### src/rtl/kts_pkg.sv
// Package for the keyframe track sampler: store geometry, field widths and helpers.
// Used by the core and the divider in rtl; depends on nothing.
package kts_pkg;
   localparam int Keys = 256;
   localparam int KeyIdxW = $clog2(Keys);
   localparam int CountW = 9;
   localparam int TimeW = 24;
   localparam int ValW = 32;
   localparam int SegW = 8;
   localparam int NumW = TimeW + 1;
   localparam int DiffW = ValW + 1;
   localparam int ProdW = NumW + DiffW;
   localparam int QuoW = ProdW;
   localparam int DivCntW = $clog2(QuoW + 1);

   localparam logic OpLoad = 1'b0;
   localparam logic OpSample = 1'b1;

   typedef struct packed {
      logic signed [ValW-1:0] x;
      logic signed [ValW-1:0] y;
      logic signed [ValW-1:0] z;
   } vec_type;

   function automatic logic signed [ValW-1:0] sat32(input logic signed [QuoW:0] v);
      logic signed [QuoW:0] hi;
      logic signed [QuoW:0] lo;
      hi = (QuoW+1)'(32'sh7fffffff);
      lo = -(QuoW+1)'(33'sh080000000);
      if (v > hi) begin
         return ValW'(hi);
      end else if (v < lo) begin
         return ValW'(lo);
      end
      return ValW'(v);
   endfunction
endpackage

### src/rtl/kts_divider.sv
// Bit-serial signed divider: quotient of num * diff by den, truncated toward zero.
// Depends on kts_pkg. A shift-add multiply precedes a restoring division, one bit per cycle.
module kts_divider (
   input  logic                                clock,
   input  logic                                reset,
   input  logic                                start,
   input  logic signed [kts_pkg::NumW-1:0]     num,
   input  logic signed [kts_pkg::DiffW-1:0]    diff,
   input  logic signed [kts_pkg::NumW-1:0]     den,
   output logic                                done,
   output logic signed [kts_pkg::QuoW-1:0]     quot
);
   typedef enum logic [1:0] {IDLE, MUL, DIV, FIN} state_type;
   state_type state_ff, state_in;
   logic [kts_pkg::DivCntW-1:0] cnt_ff, cnt_in;
   logic [kts_pkg::ProdW-1:0] prod_ff, prod_in;
   logic [kts_pkg::DiffW-1:0] mcand_ff, mcand_in;
   logic [kts_pkg::NumW-1:0] mplier_ff, mplier_in;
   logic [kts_pkg::NumW-1:0] dmag_ff, dmag_in;
   logic [kts_pkg::NumW:0] rem_ff, rem_in;
   logic neg_ff, neg_in;
   logic done_ff, done_in;
   logic [kts_pkg::NumW:0] trial;

   always_comb begin
      trial = {rem_ff[kts_pkg::NumW-1:0], prod_ff[kts_pkg::ProdW-1]} - {1'b0, dmag_ff};
   end

   always_comb begin
      state_in = state_ff;
      cnt_in = cnt_ff;
      prod_in = prod_ff;
      mcand_in = mcand_ff;
      mplier_in = mplier_ff;
      dmag_in = dmag_ff;
      rem_in = rem_ff;
      neg_in = neg_ff;
      done_in = 1'b0;
      unique case (state_ff)
         IDLE: begin
            if (start) begin
               mcand_in = diff[kts_pkg::DiffW-1] ? kts_pkg::DiffW'(-diff) : kts_pkg::DiffW'(diff);
               mplier_in = num[kts_pkg::NumW-1] ? kts_pkg::NumW'(-num) : kts_pkg::NumW'(num);
               dmag_in = den[kts_pkg::NumW-1] ? kts_pkg::NumW'(-den) : kts_pkg::NumW'(den);
               neg_in = num[kts_pkg::NumW-1] ^ diff[kts_pkg::DiffW-1] ^ den[kts_pkg::NumW-1];
               prod_in = '0;
               cnt_in = '0;
               state_in = MUL;
            end
         end
         MUL: begin
            prod_in = (prod_ff << 1)
                      + (mplier_ff[kts_pkg::NumW-1] ? kts_pkg::ProdW'(mcand_ff) : '0);
            mplier_in = mplier_ff << 1;
            cnt_in = cnt_ff + 1'b1;
            if (cnt_ff == kts_pkg::DivCntW'(kts_pkg::NumW - 1)) begin
               cnt_in = '0;
               rem_in = '0;
               state_in = DIV;
            end
         end
         DIV: begin
            if (!trial[kts_pkg::NumW]) begin
               rem_in = trial;
               prod_in = {prod_ff[kts_pkg::ProdW-2:0], 1'b1};
            end else begin
               rem_in = {rem_ff[kts_pkg::NumW-1:0], prod_ff[kts_pkg::ProdW-1]};
               prod_in = {prod_ff[kts_pkg::ProdW-2:0], 1'b0};
            end
            cnt_in = cnt_ff + 1'b1;
            if (cnt_ff == kts_pkg::DivCntW'(kts_pkg::ProdW - 1)) begin
               state_in = FIN;
            end
         end
         FIN: begin
            done_in = 1'b1;
            state_in = IDLE;
         end
         default: state_in = IDLE;
      endcase
   end

   always_ff @(posedge clock) begin
      if (reset) begin
         state_ff <= IDLE;
         done_ff <= 1'b0;
      end else begin
         state_ff <= state_in;
         done_ff <= done_in;
      end
      cnt_ff <= cnt_in;
      prod_ff <= prod_in;
      mcand_ff <= mcand_in;
      mplier_ff <= mplier_in;
      dmag_ff <= dmag_in;
      rem_ff <= rem_in;
      neg_ff <= neg_in;
   end

   assign done = done_ff;
   assign quot = neg_ff ? kts_pkg::QuoW'(-prod_ff) : kts_pkg::QuoW'(prod_ff);
endmodule

### config.mk
export PLATFORM = sky130hd
export DESIGN_NAME = kts_divider
export DESIGN_NICKNAME = d
export VERILOG_FILES = /design/src/rtl/kts_pkg.sv /design/src/rtl/kts_divider.sv
export SDC_FILE = /design/constraint.sdc
export NUM_CORES = 1
export LEC_CHECK = 0
export BUFFER_PORTS_ARGS = -buffer_cell sky130_fd_sc_hd__buf_2
export CAP_MARGIN = 20
export CORE_UTILIZATION = 28
export CTS_CLUSTER_SIZE = 8
export DETAILED_ROUTE_END_ITERATION = 7
export PLACE_DENSITY = 0.5
export SLEW_MARGIN = 5
export SYNTH_ARGS = -nofsm -noshare
export SYNTH_HDL_FRONTEND = slang
export SYNTH_SLANG_ARGS = --single-unit
### constraint.sdc
create_clock -name clock -period 7.3 [get_ports clock]
set_input_delay 1.825 -clock clock [delete_from_list [all_inputs] [get_ports clock]]
set_output_delay 1.825 -clock clock [all_outputs]
set_load 0.02 [all_outputs]
# Word level (Yosys, flattened, before mapping)

Cells that the tools add are included.

Memories: 0
Memory bits (writable): 0
Latch bits: 0
Bits of input ports: 86
ROM bits: 0
Bits in registers: 176

Reduce and logical (&&, ||, !) cells: 9
Div/mod/pow operators: 0
Shifts and indexed selects: 0
Order comparisons: 0
Equality and inequality tests: 8
Mux-type cells: 21
Bitwise operators: 2
Add/sub/neg operators: 7
Multipliers: 0

Operators with widths:

| cell                | count |
|---|---|
| $pmux 58 s3         | 1 |
| $mux 58             | 2 |
| $mux 25             | 4 |
| $pmux 25 s2         | 2 |
| $add 58x33->58      | 1 |
| $neg 58->58         | 1 |
| $neg 25->25         | 2 |
| $mux 33             | 1 |
| $neg 33->33         | 1 |
| $mux 32             | 1 |
| $sub 26x25->26      | 1 |
| $mux 24             | 1 |
| $pmux 6 s3          | 1 |
| $mux 6              | 2 |
| $pmux 2 s4          | 1 |
| $reduce_and 2->1    | 4 |
| $add 6x1->6 const B | 1 |
| $eq 6x5->1 const B  | 1 |
| $eq 6x6->1 const B  | 1 |
| $mux 2              | 3 |
| $ne 2x2->1 const B  | 3 |
| $eq 2x2->1 const B  | 2 |
| $reduce_bool 2->1   | 2 |
| $reduce_and 3->1    | 1 |
| 5 further kinds     | 7 |

# Depth between registers and ports, before layout

Gate-level depths: netlist of the first run.

Depth in word-level cells: 4
Depth in mapped cells: 15
Depth with buffers taken out: 14

# Worst setup path before layout of the first run

OpenSTA, ideal clock, no wires.

Path kind: register -> output
From: reg prod_ff[7] in the netlist's numbering
To: out quot[57] in the netlist's numbering
Setup slack: 1251 ps
Cell stages (with the launch flop): 12
Required time: 5475 ps
Arrival: 4224 ps
Buffers on the path: 1
Path through: edfxtp_1 or4_4 or3_1 or3_1 buf_2 or4_4 or4_1 or3_4 or4_4 or3_4 o31ai_4 xnor2_1

Cells in the longest elaborated chain, start to end: 2

Ends and longest elaborated chain:

| element                  | line               | RTL |
|---|---|---|
| start: declaration       | kts_divider.sv:16  | `logic [kts_pkg::ProdW-1:0] prod_ff, prod_in;` |
| start signal: assignment | kts_divider.sv:92  | `prod_ff <= prod_in;` |
| $neg 58->58              | kts_divider.sv:101 | `assign quot = neg_ff ? kts_pkg::QuoW'(-prod_ff) : kts_pkg::QuoW'(prod_ff);` |
| $mux 58                  | kts_divider.sv:101 |  |
| end: declaration         | kts_divider.sv:11  | `output logic signed [kts_pkg::QuoW-1:0] quot` |

No other way between the ends.

# Worst setup path in the final report of the first run

Same ends and word-level chain as after synthesis.

==> out/qor.txt, run 1 <==
pin count of the biggest net entering global routing = 76
part of the power in registers = 31.5%
post-CTS sizing = 0
Critical R2R Capture = prod_ff[42]
Most used DFF post-synth = edfxtp_1
HP Class = reg2reg
port buffer count = 144
gr usage total = 15.01%
number of instances in the placed design = 2113
GRT Residual Overflow = 0
crit path time final = 6863 ps
sequential area share after synthesis = 39.53%
Yosys top cell area share = 39.08%
worst r2r path cells = 13
Crit Path Max Fanout = 7
Setup Fix Bufs, Post-CTS = 0
CTS tree = done
Avg Inst Size Synth = 9.348 µm²
reg2reg start = mplier_ff[24]
P_int = 3.564 mW
VDD IR max = 0.2551 mV
post-synth top area cell = edfxtp_1
Net Count, Synth = 1578
Syn Std Cell Area = 13290 µm²
Non-Filler Instances = 2147
count leader, synth = edfxtp_1
CTS Sinks = 176
Area contributors post-synth = edfxtp_1, xnor2_1, ha_1
startpoint type of the worst setup path = flip-flop
Max-Cap Viols = 0
drt total wl = 36060 µm
clock tree buffer depth = 2
Clk Latency, worst-skew pair = 460 ps
Initial Utilization = 28.49%
Fin. Hold Viols = 0
drt first pass iters = 7
Crit. End Element = primary output
final core utilization = 32.61%
Final ANT Viol Nets = 0
Top-Level Pins = 145
synth-to-layout area growth = 14.47%
clk_skew = 12.70 ps
CTS root buffer = clkbuf_16
Final Max Slew Viols = 0
Synth Register Bits = 176
vias = 10820
CP Class = reg2out
Power Density = 443.9 nW/µm²
Via density = 5.041
DIE AREA = 48350 µm²
post-route setup TNS = 0 ps
Hold Path Depth = 2
Layout Nets = 1681
post-route cell area = 15220 µm²
number of global-route vias before repair = 10590
CTS Hold Buffers Added = 0
Final setup viols = 0
layout cells sized above 1 = 14.04%
CTS clk-pin slew, worst paths = 70 ps
violated checks = design-rule violations
core footprint = 46650 µm²
Worst EP arrival = 5040 ps
routed wire length per instance = 16.80 µm
number of synthesized flops with an enable pin = 173
Cell variety after synth = 66
# rows = 79
Post-DP Area = 14640 µm²
post-DP HPWL = 27020 µm
Psw = 3.189 mW
RSZ-0062 raised after global routing = false
initial antenna violation count = 4
Worst slew margin = 34.28%
WHS Endpoint = mplier_ff[8]
RePlAce Congestion = 0.8513
Post-Synthesis Cells = 1422
final worst path period share = 94.01%
sw frac = 47.22%
total power = 6.754 mW
Pleak = 5.729 nW
first-pass GRT wire length = 56840 µm
most instantiated cells after synthesis = edfxtp_1, nand2_1, xnor2_1
Die Wd = 219.9 µm
Filler Cells Inserted = 4868
combinational share of power = 54.8%
status = complete, but fails checks
DR iter-0 viols = 682
die height = 219.9 µm
clock power share = 13.8%
yosys warns = 0
H-tree levels = 4
Required @ worst endpoint = 5480 ps
FF-to-FF setup slack = 2500 ps
crit path from = prod_ff[7]
worst-margin pin slew = 979.8 ps
Post-synth ARST share = 0%
min-delay src = mplier_ff[7]
number of remaining DRC errors = 12
Max Fclk = 0.1457 GHz
Num CTS Buffers = 17
==> flip-flops by register name, indices dropped and copies added (netlist names) <==
register	cells
mplier_ff	25
state_ff	2
dmag_ff	25
prod_ff	58
mcand_ff	33
cnt_ff	6
rem_ff	25
done	1
neg_ff	1
==> power groups by stage <==
stage / clock (mW) / combinational, mW / sequential (mW)
floorplan: 0 / 2.80 / 1.95
global placement: 0 / 3.74 / 2.13
detailed placement: 0 / 3.74 / 2.15
CTS: 0.966 / 3.75 / 2.13
global route: 0.998 / 4.07 / 2.20
finish: 0.929 / 3.70 / 2.12
==> critical path, stage by stage, from the launching register on <==
cell and delay (ps):
edfxtp_1 490, or4_4 560, or3_1 360, or3_1 510, or4_4 500, or4_1 430
or3_4 370, or4_4 430, or3_4 400, o31ai_4 190, xnor2_1 150, buf_2 190
==> cell usage in the layout, fill, tap and decap left out, types with 17 or more instances in the layout <==
cell type / instances
a22oi_1: 21
buf_2: 144
nor2_1: 73
ha_1: 66
and2_1: 39
mux2i_1: 22
clkbuf_16: 17
o21ai_0: 99
edfxtp_1: 173
xor2_1: 55
nor2b_1: 29
nand2_1: 163
inv_1: 65
or3_1: 31
o41ai_1: 22
a21oi_1: 63
or4_1: 25
nand3_1: 20
a21o_1: 24
o31ai_1: 45
xnor2_1: 129
==> logic make-up (layout without fill, tap and decap cells) <==
| kind of cell | count (synthesis) | count (layout) | share of synthesized area (%) |
|---|---|---|---|
| compound gates | 375 | 375 | 18.77 |
| mux | 23 | 23 | 1.741 |
| simple gates | 454 | 454 | 17.10 |
| buf+inv | 139 | 255 | 3.963 |
| other cells | 0 | 2 | 0 |
| xor+xnor | 185 | 185 | 12.19 |
| flops | 176 | 176 | 39.53 |
| fa+ha+maj | 70 | 70 | 6.702 |
==> per-stage QoR <==
step	hold WS, ps	worst slack (ps)
after CTS	539.8	397.0
after global placement	506.3	990.9
final	533.8	437.2
after global routing	556.1	279.9
after floorplan	498.4	1251
after detailed placement	517.7	914.2
==> area by class of cell <==
cell class                 instances  area, µm²  area share (%)
tap                              607      759.5           4.991
timing repair buffer             156      810.8           5.329
inverter                          67      251.5           1.653
clock buffer                      17      425.4           2.796
clock inverter                    15      147.6          0.9703
antenna                            2      5.005         0.03289
sequential                       176       5255           34.54
multi-input combinational       1107       7561           49.69
==> worst max-delay path by stage <==
stage,endpoint
detailed placement,quot[57]
CTS,quot[57]
finish,quot[57]
global placement,quot[57]
floorplan,quot[57]
global route,quot[57]
==> routing by layer <==
metal | vias up | routed length (µm) | track usage, %
li1 | 5421 | - | -
met1 | 5152 | 17080 | 19.90
met2 | 217 | 16790 | 24.15
met3 | 32 | 1451 | 2.650
met4 | 2 | 720 | 5.816
met5 | - | 13 | 0
No activity file was read; power rests on OpenSTA's default activity.
==> run 2: changes to the inputs <==
--- a/config.mk
+++ b/config.mk
@@ -5,12 +5,13 @@
 export SDC_FILE = /design/constraint.sdc
 export NUM_CORES = 1
 export LEC_CHECK = 0
+export ABC_AREA = 1
 export BUFFER_PORTS_ARGS = -buffer_cell sky130_fd_sc_hd__buf_2
 export CAP_MARGIN = 20
 export CORE_UTILIZATION = 28
 export CTS_CLUSTER_SIZE = 8
 export DETAILED_ROUTE_END_ITERATION = 7
-export PLACE_DENSITY = 0.5
+export PLACE_DENSITY = 0.49
 export SLEW_MARGIN = 5
 export SYNTH_ARGS = -nofsm -noshare
 export SYNTH_HDL_FRONTEND = slang
==> out/qor.txt, run 2 <==
Final ANT Viol Nets = 0 (unchanged)
yosys warns = 0 (unchanged)
initial antenna violation count = 9 (+5)
gr usage total = 21.50% (+6.5 points)
crit path from = prod_ff[1]
Power Density = 432.3 nW/µm² (-2.6%)
synth-to-layout area growth = 12.14%
Layout Nets = 2938 (+75%)
Net Count, Synth = 2826 (+79%)
sequential area share after synthesis = 30.80% (-8.7 points)
Regs by FF count = prod_ff x58, mcand_ff x33
final worst path period share = 65.25% (-29 points)
Most used DFF post-synth = edfxtp_1
Hold Path Depth = 2 (unchanged)
Critical Path Most Common Cell = inv_1
Avg Inst Size Synth = 6.390 µm² (-32%)
post-synth top area cell = edfxtp_1
DR iter-0 viols = 1377 (+100%)
Post-Synthesis Cells = 2670 (+88%)
Pleak = 9.056 nW (+58%)
most frequent cells in the layout = nand2_1, inv_1, nor2_1, edfxtp_1, nand3_1
Buf/Inv on CP = 4 (+3)
Fin. Hold Viols = 0 (unchanged)
worst-margin pin slew = 957.2 ps (-22.56 ps)
RSZ-0062 raised after global routing = false
Critical R2R Capture = prod_ff[57]
total power = 8.271 mW (+22%)
reg2reg start = mplier_ff[24]
DIE AREA = 61920 µm² (+28%)
Area contributors post-synth = edfxtp_1, nand2_1, inv_1
drt first pass iters = 5 (-2)
Die Wd = 248.8 µm (+13%)
Initial Utilization = 28.32% (-0.17 points)
Max Fclk = 0.2099 GHz (+44%)
Reg with most FFs = prod_ff
most common cell after layout, fill and taps aside = nand2_1
Num CTS Buffers = 17 (unchanged)
clk_skew = 18.75 ps (+6.054 ps)
CTS tree = done
die height = 248.8 µm (+13%)
layout cells sized above 1 = 9.198% (-4.8 points)
WHS Endpoint = mplier_ff[20]
H-tree levels = 4 (unchanged)
critical path's top delay family = simple AND/OR/NAND/NOR gates
Crit Path Max Fanout = 5 (-2)
count leader, synth = nand2_1
status = finished, final reports clean
slowest stage cell, crit path = edfxtp_1
Cell Chain, Critical Path = inv_1 -> ha_1 -> inv_1 -> nor2_1 -> inv_1 -> nor3_1 -> xor2_1 -> nand2_1 -> o21ai_0 -> buf_2
# rows = 90 (+14%)
CTS Hold Buffers Added = 0 (unchanged)
number of synthesized flops with an enable pin = 173 (unchanged)
post-CTS sizing = 0 (unchanged)
VDD IR max = 0.2254 mV (-12%)
worst stage delay on the critical path = 430 ps (-130 ps)
Worst slew margin = 36.19% (+1.9 points)
startpoint type of the worst setup path = flip-flop
vias = 17250 (+59%)
Crit. End Element = primary output
worst r2r path cells = 17 (+4)
port buffer count = 144 (unchanged)
CTS clk-pin slew, worst paths = 80 ps (about the same)
Yosys top cell area share = 30.45% (-8.6 points)
Worst EP arrival = 2940 ps (-2100 ps)
CP Class = reg2out
clock tree buffer depth = 2 (unchanged)
Syn Std Cell Area = 17060 µm² (+28%)
CTS root buffer = clkbuf_16
CTS Sinks = 176 (unchanged)
number of global-route vias before repair = 16450 (+55%)
routed wire length per instance = 18.59 µm (+11%)
core footprint = 60250 µm² (+29%)
Max-Cap Viols = 0 (unchanged)
post-route setup TNS = 0 ps (unchanged)
GRT Residual Overflow = 0 (unchanged)
Setup Fix Bufs, Post-CTS = 0 (unchanged)
most instantiated cells after synthesis = nand2_1, inv_1, nor2_1
Synth Register Bits = 176 (unchanged)
Required @ worst endpoint = 5480 ps (about the same)
Final setup viols = 0 (unchanged)
drt total wl = 66550 µm (+85%)
Clk Latency, worst-skew pair = 490 ps (+30 ps)
Final Max Slew Viols = 0 (unchanged)
min-delay src = mplier_ff[19]
Post-synth ARST share = 0% (unchanged)
first-pass GRT wire length = 100800 µm (+77%)
FF-to-FF setup slack = 3590 ps (+1090 ps)
Top-Level Pins = 145 (unchanged)
number of flip-flops in the largest register = 58 (unchanged)
Cell variety after synth = 53 (-20%)
HP Class = reg2reg
Via density = 4.820 (-4.4%)
number of remaining DRC errors = 0 (-12)
RePlAce Congestion = 0.9819 (+15%)
post-DP HPWL = 54900 µm (+100%)
crit path time final = 4763 ps (-2100 ps)
pin count of the biggest net entering global routing = 70 (-7.9%)
-- run 2: routing by layer --
metal  track usage, %  vias to the layer above  wire, µm  part of all wire [%]
met5                0                        -        96                  0.14
met4            5.856                       14      1325                   2.0
met3            5.110                       70      4961                   7.5
met2            32.00                      549     27490                    41
met1            30.73                     7959     32670                    49
li1                 -                     8659         -                     -
-- run 2: tightest hold or removal path: cells and delay by family, from the launching register on --
family,cells,cell delay (ps)
flip-flops,1,320
AND/OR/NAND/NOR,2,100
-- run 2: how the worst max path moves through the flow --
stage	endpoint	slack [ps]	depth (start not counted)
5_1_grt	quot[38]	2330	10
6_report	quot[38]	2540	10
4_1_cts	quot[38]	2480	10
3_5_place_dp	quot[38]	3050	10
2_1_floorplan	cnt_ff[0]	1030	5
3_3_place_gp	quot[20]	3010	5
-- run 2: logic make-up (layout without fill, tap and decap cells) --
logic type      count (synthesis)  after routing  synth area share (%)
simple gates                 1557           1557                 38.34
other cells                     0              3                     0
xor+xnor                      129            129                 6.622
buf+inv                       489            613                 11.08
fa+ha+maj                      70             70                 5.222
compound gates                249            249                 7.935
flops                         176            176                 30.80
-- run 2: power by group --
| part | internal [mW] | switching, mW | total [mW] |
|---|---|---|---|
| Combinational | 1.49 | 3.66 | 5.15 |
| Clock | 0.444 | 0.467 | 0.911 |
| Sequential | 1.70 | 0.519 | 2.21 |
| Total | 3.63 | 4.64 | 8.27 |
-- run 2: area by class of cell --
cell class,instances,area [µm²]
tap,782,978.4
clock inverter,14,123.9
timing repair buffer,154,795.8
clock buffer,17,425.4
antenna,3,7.507
sequential,176,5255
multi-input combinational,2005,9936
inverter,428,1612
fill,6678,41110
-- run 2: stage by stage --
stage	instance area (µm²)	setup slack [ps]	hold slack (ps)	util [%]	cells
global placement	18580	3008	501.5	30.83	3545
finish	19130	2537	522.6	31.76	3579
detailed placement	18580	3046	508.8	30.83	3545
floorplan	17060	1030	494.4	-	2670
global route	19130	2335	558.5	31.75	3576
CTS	19130	2484	529.0	31.75	3576
